$ cat config.mk
export PLATFORM = sky130hd
export DESIGN_NAME = quantized_ramp_generator_core
export DESIGN_NICKNAME = d
export VERILOG_FILES = /design/src/rtl/core/qrg_pkg.sv /design/src/rtl/core/qrg_regs.sv /design/src/rtl/core/qrg_div.sv /design/src/rtl/core/quantized_ramp_generator_core.sv
export SDC_FILE = /design/constraint.sdc
export NUM_CORES = 2
export LEC_CHECK = 0
export BUFFER_PORTS_ARGS = -buffer_cell sky130_fd_sc_hd__buf_2
export CAP_MARGIN = 25
export CORE_MARGIN = 3
export CORE_UTILIZATION = 40
export CTS_CLUSTER_SIZE = 40
export DETAILED_ROUTE_END_ITERATION = 8
export PLACE_DENSITY = 0.65
export SETUP_SLACK_MARGIN = 0.02
export SYNTH_ARGS = -nofsm -noshare
export SYNTH_HDL_FRONTEND = slang
export SYNTH_HIERARCHICAL = 1
export SYNTH_SLANG_ARGS = --single-unit
$ cat constraint.sdc
create_clock -name clk -period 11.3 [get_ports clk]
set_input_delay 1.695 -clock clk [delete_from_list [all_inputs] [get_ports clk]]
set_output_delay 1.695 -clock clk [all_outputs]
set_load 0.005 [all_outputs]
$ cat src/rtl/core/qrg_pkg.sv
// Shared types and constants for the quantized ramp generator.
// Depends on nothing; every other file of the block imports it.
`default_nettype none

package qrg_pkg;

  // Register indexes on the configuration port
  localparam logic [2:0] REG_LOW_LEVEL     = 3'd0;
  localparam logic [2:0] REG_HIGH_LEVEL    = 3'd1;
  localparam logic [2:0] REG_RISING        = 3'd2;
  localparam logic [2:0] REG_LEVEL_STEP    = 3'd3;
  localparam logic [2:0] REG_HOLD_COUNT    = 3'd4;
  localparam logic [2:0] REG_LEVEL_QUANTUM = 3'd5;

  // Q8.24 level limits
  localparam logic signed [31:0] LEVEL_MAX = 32'sh7FFF_FFFF;
  localparam logic signed [31:0] LEVEL_MIN = 32'sh8000_0000;

  // Input word
  typedef struct packed {
    logic func;
    logic reload_level;
  } in_word_t;

  // Result word
  typedef struct packed {
    logic signed [31:0] level;
    logic               done_res;
  } out_word_t;

  // Configuration register set
  typedef struct packed {
    logic signed [31:0] low_level;
    logic signed [31:0] high_level;
    logic               rising;
    logic [30:0]        level_step;
    logic [15:0]        hold_count;
    logic [30:0]        level_quantum;
  } cfg_t;

  // Remainder unit handshake
  typedef struct packed {
    logic        start;
    logic [31:0] dividend;
    logic [30:0] divisor;
  } div_req_t;

  typedef struct packed {
    logic        busy;
    logic        done;
    logic [30:0] rem;
  } div_rsp_t;

  // Sequencer states
  typedef enum logic [1:0] {
    ST_IDLE,
    ST_DIV,
    ST_POST
  } seq_state_t;

endpackage

`default_nettype wire

$ cat src/rtl/core/qrg_regs.sv
// APB-style configuration registers of the quantized ramp generator.
// Depends on qrg_pkg for the register indexes and the cfg_t struct.
`default_nettype none

module qrg_regs
  import qrg_pkg::*;
(
  input  wire logic        clk,
  input  wire logic        rst_n,
  input  wire logic        psel,
  input  wire logic        penable,
  input  wire logic        pwrite,
  input  wire logic [4:0]  paddr,
  input  wire logic [31:0] pwdata,
  output logic [31:0]      prdata,
  output logic             pready,
  output cfg_t             cfg
);

  cfg_t        cfg_r;
  logic        wr_en;
  logic [2:0]  idx;

  assign pready = 1'b1;
  assign idx    = paddr[4:2];
  assign wr_en  = psel && penable && pwrite;
  assign cfg    = cfg_r;

  // Write the addressed register; ignore addresses past the list
  always_ff @(posedge clk) begin
    if (!rst_n) begin
      cfg_r.low_level     <= '0;
      cfg_r.high_level    <= '0;
      cfg_r.rising        <= 1'b1;
      cfg_r.level_step    <= '0;
      cfg_r.hold_count    <= '0;
      cfg_r.level_quantum <= '0;
    end else if (wr_en) begin
      case (idx)
        REG_LOW_LEVEL:     cfg_r.low_level     <= pwdata;
        REG_HIGH_LEVEL:    cfg_r.high_level    <= pwdata;
        REG_RISING:        cfg_r.rising        <= pwdata[0];
        REG_LEVEL_STEP:    cfg_r.level_step    <= pwdata[30:0];
        REG_HOLD_COUNT:    cfg_r.hold_count    <= pwdata[15:0];
        REG_LEVEL_QUANTUM: cfg_r.level_quantum <= pwdata[30:0];
        default: ;
      endcase
    end
  end

  // Read back the addressed register
  always_comb begin
    case (idx)
      REG_LOW_LEVEL:     prdata = cfg_r.low_level;
      REG_HIGH_LEVEL:    prdata = cfg_r.high_level;
      REG_RISING:        prdata = {31'd0, cfg_r.rising};
      REG_LEVEL_STEP:    prdata = {1'b0, cfg_r.level_step};
      REG_HOLD_COUNT:    prdata = {16'd0, cfg_r.hold_count};
      REG_LEVEL_QUANTUM: prdata = {1'b0, cfg_r.level_quantum};
      default:           prdata = '0;
    endcase
  end

endmodule

`default_nettype wire

$ cat src/rtl/core/qrg_div.sv
// Bit-serial restoring remainder unit: one quotient bit per cycle.
// Depends on qrg_pkg for the div_req_t and div_rsp_t structs.
`default_nettype none

module qrg_div
  import qrg_pkg::*;
(
  input  wire logic clk,
  input  wire logic rst_n,
  input  div_req_t  req,
  output div_rsp_t  rsp
);

  logic        busy_r, busy_nxt;
  logic        done_r, done_nxt;
  logic [4:0]  cnt_r, cnt_nxt;
  logic [31:0] dvd_r, dvd_nxt;
  logic [30:0] dvs_r, dvs_nxt;
  logic [30:0] rem_r, rem_nxt;
  logic [31:0] rem_sh;
  logic [31:0] rem_sub;

  // Shift in the next dividend bit and trial-subtract the divisor
  assign rem_sh  = {rem_r, dvd_r[31]};
  assign rem_sub = rem_sh - {1'b0, dvs_r};

  always_comb begin
    busy_nxt = busy_r;
    done_nxt = 1'b0;
    cnt_nxt  = cnt_r;
    dvd_nxt  = dvd_r;
    dvs_nxt  = dvs_r;
    rem_nxt  = rem_r;
    if (req.start) begin
      busy_nxt = 1'b1;
      cnt_nxt  = '0;
      dvd_nxt  = req.dividend;
      dvs_nxt  = req.divisor;
      rem_nxt  = '0;
    end else if (busy_r) begin
      dvd_nxt = {dvd_r[30:0], 1'b0};
      // remainder stays below the divisor, so 31 bits hold it
      if (rem_sh >= {1'b0, dvs_r}) begin
        rem_nxt = rem_sub[30:0];
      end else begin
        rem_nxt = rem_sh[30:0];
      end
      cnt_nxt = cnt_r + 5'd1;
      if (cnt_r == 5'd31) begin
        busy_nxt = 1'b0;
        done_nxt = 1'b1;
      end
    end
  end

  always_ff @(posedge clk) begin
    if (!rst_n) begin
      busy_r <= 1'b0;
      done_r <= 1'b0;
      cnt_r  <= '0;
    end else begin
      busy_r <= busy_nxt;
      done_r <= done_nxt;
      cnt_r  <= cnt_nxt;
    end
  end

  always_ff @(posedge clk) begin
    dvd_r <= dvd_nxt;
    dvs_r <= dvs_nxt;
    rem_r <= rem_nxt;
  end

  assign rsp.busy = busy_r;
  assign rsp.done = done_r;
  assign rsp.rem  = rem_r;

  // Done follows the last busy cycle only
  a_done_after_busy: assert property (@(posedge clk) disable iff (!rst_n)
    done_r |-> $past(busy_r))
    else $error("remainder done without a preceding busy cycle");

  // A finished unit is idle
  a_done_idle: assert property (@(posedge clk) disable iff (!rst_n)
    done_r |-> !busy_r)
    else $error("remainder unit busy while reporting done");

  // Remainder never reaches the divisor while working
  a_rem_range: assert property (@(posedge clk) disable iff (!rst_n)
    (busy_r && !$past(req.start) && dvs_r != '0) |-> (rem_r < dvs_r))
    else $error("remainder out of range");

endmodule

`default_nettype wire

$ cat src/rtl/core/quantized_ramp_generator_core.sv
// Top level of the quantized ramp generator: sequencer, ramp state, output word.
// Depends on qrg_pkg, qrg_regs and qrg_div.
`default_nettype none

// Linear ramp generator with a quantized, held output in Q8.24. Each input word
// is a start (func = 1) or a sample tick (func = 0) and yields one result word.
// A start, a tick after done, a tick that ends the segment, a tick inside a hold
// period, a tick that needs no catch-up and a tick with zero quantum all finish
// in the accept cycle, so such words can be taken once per clock while the
// output register is free. A tick whose output must catch up with the ramp by
// whole quanta runs the bit-serial remainder unit, waits in ST_DIV to see it
// finish and forms the level in ST_POST; in_ready is low throughout. A word
// is taken only while the output register is empty or being read in the same
// cycle, so a result that waits for out_ready holds the input off.
module quantized_ramp_generator_core
  import qrg_pkg::*;
(
  input  wire logic        clk,
  input  wire logic        rst_n,
  input  wire logic        in_valid,
  output logic             in_ready,
  input  in_word_t         in_word,
  output logic             out_valid,
  input  wire logic        out_ready,
  output out_word_t        out_word,
  input  wire logic        psel,
  input  wire logic        penable,
  input  wire logic        pwrite,
  input  wire logic [4:0]  paddr,
  input  wire logic [31:0] pwdata,
  output logic [31:0]      prdata,
  output logic             pready
);

  cfg_t       cfg;
  div_req_t   dreq;
  div_rsp_t   drsp;

  seq_state_t         state_r, state_nxt;
  logic signed [31:0] ramp_r, ramp_nxt;
  logic signed [31:0] outl_r, outl_nxt;
  logic [15:0]        hold_r, hold_nxt;
  logic               fin_r, fin_nxt;
  logic               oval_r, oval_nxt;
  out_word_t          oword_r, oword_nxt;

  logic               accept;
  logic               out_free;
  logic               load_out;
  logic               up;
  logic               moving;
  logic signed [32:0] ramp_ext;
  logic signed [32:0] outl_ext;
  logic signed [32:0] ramp_sum;
  logic signed [31:0] ramp_step;
  logic signed [32:0] step_ext;
  logic signed [32:0] cu_ext;
  logic signed [32:0] diff;
  logic               need_cu;
  logic [30:0]        pad;
  logic signed [32:0] fin_sum;
  logic signed [31:0] fin_level;

  qrg_regs u_regs (
    .clk     (clk),
    .rst_n   (rst_n),
    .psel    (psel),
    .penable (penable),
    .pwrite  (pwrite),
    .paddr   (paddr),
    .pwdata  (pwdata),
    .prdata  (prdata),
    .pready  (pready),
    .cfg     (cfg)
  );

  qrg_div u_div (
    .clk   (clk),
    .rst_n (rst_n),
    .req   (dreq),
    .rsp   (drsp)
  );

  assign up       = cfg.rising;
  assign out_free = !oval_r || out_ready;
  assign in_ready = (state_r == ST_IDLE) && out_free;
  assign accept   = in_valid && in_ready;

  // Step the ramp one increment, saturating at the level limits
  assign ramp_ext = {ramp_r[31], ramp_r};
  assign outl_ext = {outl_r[31], outl_r};
  assign step_ext = {2'b00, cfg.level_step};
  assign moving   = up ? (ramp_r < cfg.high_level) : (ramp_r > cfg.low_level);
  assign ramp_sum = up ? (ramp_ext + step_ext) : (ramp_ext - step_ext);
  assign ramp_step = (ramp_sum[32] != ramp_sum[31]) ? (up ? LEVEL_MAX : LEVEL_MIN)
                                                    : ramp_sum[31:0];

  // Catch-up distance from the output to the stepped ramp
  assign cu_ext  = {ramp_step[31], ramp_step};
  assign need_cu = up ? (outl_r < ramp_step) : (outl_r > ramp_step);
  assign diff    = up ? (cu_ext - outl_ext) : (outl_ext - cu_ext);

  // Land on the ramp plus the unfilled part of the last quantum
  assign pad       = (drsp.rem != '0) ? (cfg.level_quantum - drsp.rem) : '0;
  assign fin_sum   = up ? (ramp_ext + {2'b00, pad}) : (ramp_ext - {2'b00, pad});
  assign fin_level = (fin_sum[32] != fin_sum[31]) ? (up ? LEVEL_MAX : LEVEL_MIN)
                                                  : fin_sum[31:0];

  // Sequencer and state update
  always_comb begin
    state_nxt     = state_r;
    ramp_nxt      = ramp_r;
    outl_nxt      = outl_r;
    hold_nxt      = hold_r;
    fin_nxt       = fin_r;
    load_out      = 1'b0;
    dreq.start    = 1'b0;
    dreq.dividend = diff[31:0];
    dreq.divisor  = cfg.level_quantum;
    case (state_r)
      ST_IDLE: begin
        if (accept) begin
          load_out = 1'b1;
          if (in_word.func) begin
            if (in_word.reload_level) begin
              outl_nxt = up ? cfg.low_level : cfg.high_level;
              ramp_nxt = up ? cfg.low_level : cfg.high_level;
            end else begin
              ramp_nxt = outl_r;
            end
            hold_nxt = cfg.hold_count;
            fin_nxt  = 1'b0;
          end else if (!fin_r) begin
            if (moving) begin
              ramp_nxt = ramp_step;
              if (hold_r != '0) begin
                hold_nxt = hold_r - 16'd1;
              end else begin
                hold_nxt = cfg.hold_count;
                if (need_cu) begin
                  if (cfg.level_quantum == '0) begin
                    outl_nxt = ramp_step;
                  end else begin
                    // defer the result until the remainder is known
                    load_out   = 1'b0;
                    dreq.start = 1'b1;
                    state_nxt  = ST_DIV;
                  end
                end
              end
            end else begin
              outl_nxt = up ? cfg.high_level : cfg.low_level;
              fin_nxt  = 1'b1;
            end
          end
        end
      end
      ST_DIV: begin
        if (drsp.done) begin
          state_nxt = ST_POST;
        end
      end
      ST_POST: begin
        if (out_free) begin
          outl_nxt  = fin_level;
          load_out  = 1'b1;
          state_nxt = ST_IDLE;
        end
      end
      default: state_nxt = ST_IDLE;
    endcase
  end

  // Output register: take a new word when free, drop it once taken
  always_comb begin
    oval_nxt  = oval_r && !out_ready;
    oword_nxt = oword_r;
    if (load_out) begin
      oval_nxt           = 1'b1;
      oword_nxt.level    = outl_nxt;
      oword_nxt.done_res = fin_nxt;
    end
  end

  always_ff @(posedge clk) begin
    if (!rst_n) begin
      state_r <= ST_IDLE;
      ramp_r  <= '0;
      outl_r  <= '0;
      hold_r  <= '0;
      fin_r   <= 1'b0;
      oval_r  <= 1'b0;
    end else begin
      state_r <= state_nxt;
      ramp_r  <= ramp_nxt;
      outl_r  <= outl_nxt;
      hold_r  <= hold_nxt;
      fin_r   <= fin_nxt;
      oval_r  <= oval_nxt;
    end
  end

  always_ff @(posedge clk) begin
    oword_r <= oword_nxt;
  end

  assign out_valid = oval_r;
  assign out_word  = oword_r;

  // No new word while the sequencer is working
  a_ready_idle: assert property (@(posedge clk) disable iff (!rst_n)
    in_ready |-> (state_r == ST_IDLE))
    else $error("input ready outside idle");

  // The remainder unit runs whenever the sequencer waits on it
  a_div_busy: assert property (@(posedge clk) disable iff (!rst_n)
    (state_r == ST_DIV) |-> (drsp.busy || drsp.done))
    else $error("sequencer waiting on an idle remainder unit");

  // Never overwrite a result that has not been taken
  a_no_overwrite: assert property (@(posedge clk) disable iff (!rst_n)
    load_out |-> out_free)
    else $error("output word overwritten before it was taken");

  // A catch-up result is never marked done
  a_post_not_done: assert property (@(posedge clk) disable iff (!rst_n)
    (state_r == ST_POST) |-> !fin_r)
    else $error("catch-up on a finished segment");

endmodule

`default_nettype wire

==> flow_summary.ini <==
[timing]
fmax_mhz = 99.45
skew_ns = 0.03845
drv_slew = 0
min_period_ns = 10.05
finalCritPeriodShare_pct = 88.98
rsz0062_at_grt = no
tightest_slew_ns = 1.025
max_slew_margin_pct = 31.50
worst_slack_ns = 1.245
fin_worst_hold_slack_ns = 0.4796
setup_tns_ns = 0
setup_viol = 0
hold_violations = 0

[cts]
cts_root_buffer = clkbuf_16
cts_tree = built
clockBufferDepth = 3
htree_levels = 2
holdBufCountCts = 0
clk_pin_slew_ns = 0.06
clock_sink_count = 361
worstSkewPairLatency_ns = 0.61
cts_resized = 0
numCtsBuffers = 42
cts_setup_buffers = 0

[route]
first_iter_violations = 3337
first_pass_iters = 6
vias = 31340
drt.antenna.violating_nets = 0
wire_per_inst_um = 22.96
drc = 0
routed_via_density = 6.107
wl_um = 117800

[worst_setup_path]
rr_startpoint = u_regs/cfg[52]
r2r_slack_ns = 1.25
crit_start = u_regs/cfg[52]
crit_top_cell = a21oi_1
critPathCaptureType = flip-flop
cp.arrival_ns = 10.52
cpPeakStageDelay_ns = 0.60
crit_required_ns = 11.77
startpoint_type = flip-flop
reg2reg_to = u_div/rem_r[28]
cp_max_fo = 90
cpMaxStageDelayCell = nor4_2
worst-setup-path-type = reg -> reg
crit_path_end = u_div/rem_r[28]
rr_worst_depth = 30

[outcome]
outcome = finished clean

[floorplanning]
start_util_pct = 40.43
die_x_um = 288.8
pin_count = 114
core.rowCount = 103
die-area_um2 = 83400
die_y_um = 288.8
fp.coreArea_um2 = 79130

[power_and_ir_drop]
powerDensity_nw_per_um2 = 189.9
p_leak_uw = 0.01460
peakVddDrop_v = 0.0001126
finalPower_uw = 6620

[global_routing]
grt_overflow = 0
grt_pass1_vias = 29230
antenna_found_initial = 6
grt_pass1_wl_um = 178300
grt_max_degree = 91
grt_usage_pct = 27.52

[min_path]
hp-class = reg -> reg

[placement]
portBuffers = 110
dpl_worst_slack_ns = 1.527
dp_cells = 5049
dp_hpwl_um = 91630
routabilityCongestion = 0.9548

[flow_run]
maxCapViolations = 0

[synthesis]
synth_fp_nets = 4380
synthCells = 4074
syn_area_um2 = 31990
avgSynthCellArea_um2 = 7.852
yosysWarnings = 6

[layout]
insertedDiodeCount = 0
mostFrequentLayoutCells = 510 x nand2_1, 338 x a21oi_1, 271 x inv_1
stdcell_count = 5131
final_common_cell = nand2_1
n_fill_cell = 8044
drive_gt1_share_pct = 9.115
fin_nets = 4353
syn2layout_area_growth_pct = 8.968
[worst min path at each step]
stage | slack [ns] | start | depth (start not counted) | endpoint
global route | 0.50 | hold_r[15] | 2 | hold_r[15]
floorplan | 0.44 | u_regs/cfg[37] | 2 | u_regs/cfg[37]
detailed placement | 0.47 | u_regs/cfg[36] | 2 | u_regs/cfg[36]
global placement | 0.47 | hold_r[15] | 2 | hold_r[15]
finish | 0.48 | u_regs/cfg[82] | 2 | u_regs/cfg[82]
CTS | 0.48 | u_regs/cfg[36] | 2 | u_regs/cfg[36]
[critical path: cells and delay by family (launching register included)]
kind            cells  cell delay, ns
xor+xnor            2            0.72
buf+inv             2            0.69
fa+ha+maj           2            0.80
simple gates       13            4.56
compound gates     10            2.32
mux                 1            0.37
flops               1            0.38
[flip-flops by register name (all words and copies together) (netlist names)]
| register | flops |
|---|---|
| u_regs/cfg | 143 |
| out_word | 33 |
| outl_r | 32 |
| ramp_r | 32 |
| u_div/dvd_r | 32 |
| u_div/dvs_r | 31 |
| u_div/rem_r | 31 |
| hold_r | 16 |
| u_div/cnt_r | 5 |
| state_r | 2 |
| fin_r | 1 |
| out_valid | 1 |
| u_div/busy_r | 1 |
| u_div/done_r | 1 |
[routing by layer]
layer / share of wire [%] / vias up / routed length, um / GRT usage, %
met3: 7.5 / 271 / 8792 / 4.065
li1: - / 14830 / - / -
met2: 43 / 1293 / 51210 / 43.24
met1: 44 / 14930 / 51890 / 37.56
met5: 0.027 / - / 32 / 0
met4: 5.0 / 4 / 5871 / 11.78
[layout make-up]
type	count	area, um2	area share [%]
multi-input cells	3206	21800	62.55
well taps	1050	1314	3.769
inverters	272	1022	2.933
flip-flops and latches	361	8193	23.50
clock buffers	56	1236	3.546
clock inverters	22	289.0	0.8291
repair buffers	164	1001	2.872
[stage by stage]
stage / utilization (%) / instance area (um2)
final: 44.05 / 34860
after global routing: 44.05 / 34860
after CTS: 43.99 / 34810
after detailed placement: 42.07 / 33290
after global placement: 42.04 / 33260
after floorplan: - / 31990
[power breakdown]
| part | leakage (uW) | switching [uW] | internal, uW |
|---|---|---|---|
| clock network | 0.000752 | 616 | 893 |
| logic | 0.0107 | 2220 | 1280 |
| registers | 0.00311 | 170 | 1450 |
No activity file was read; power rests on OpenSTA's default activity.
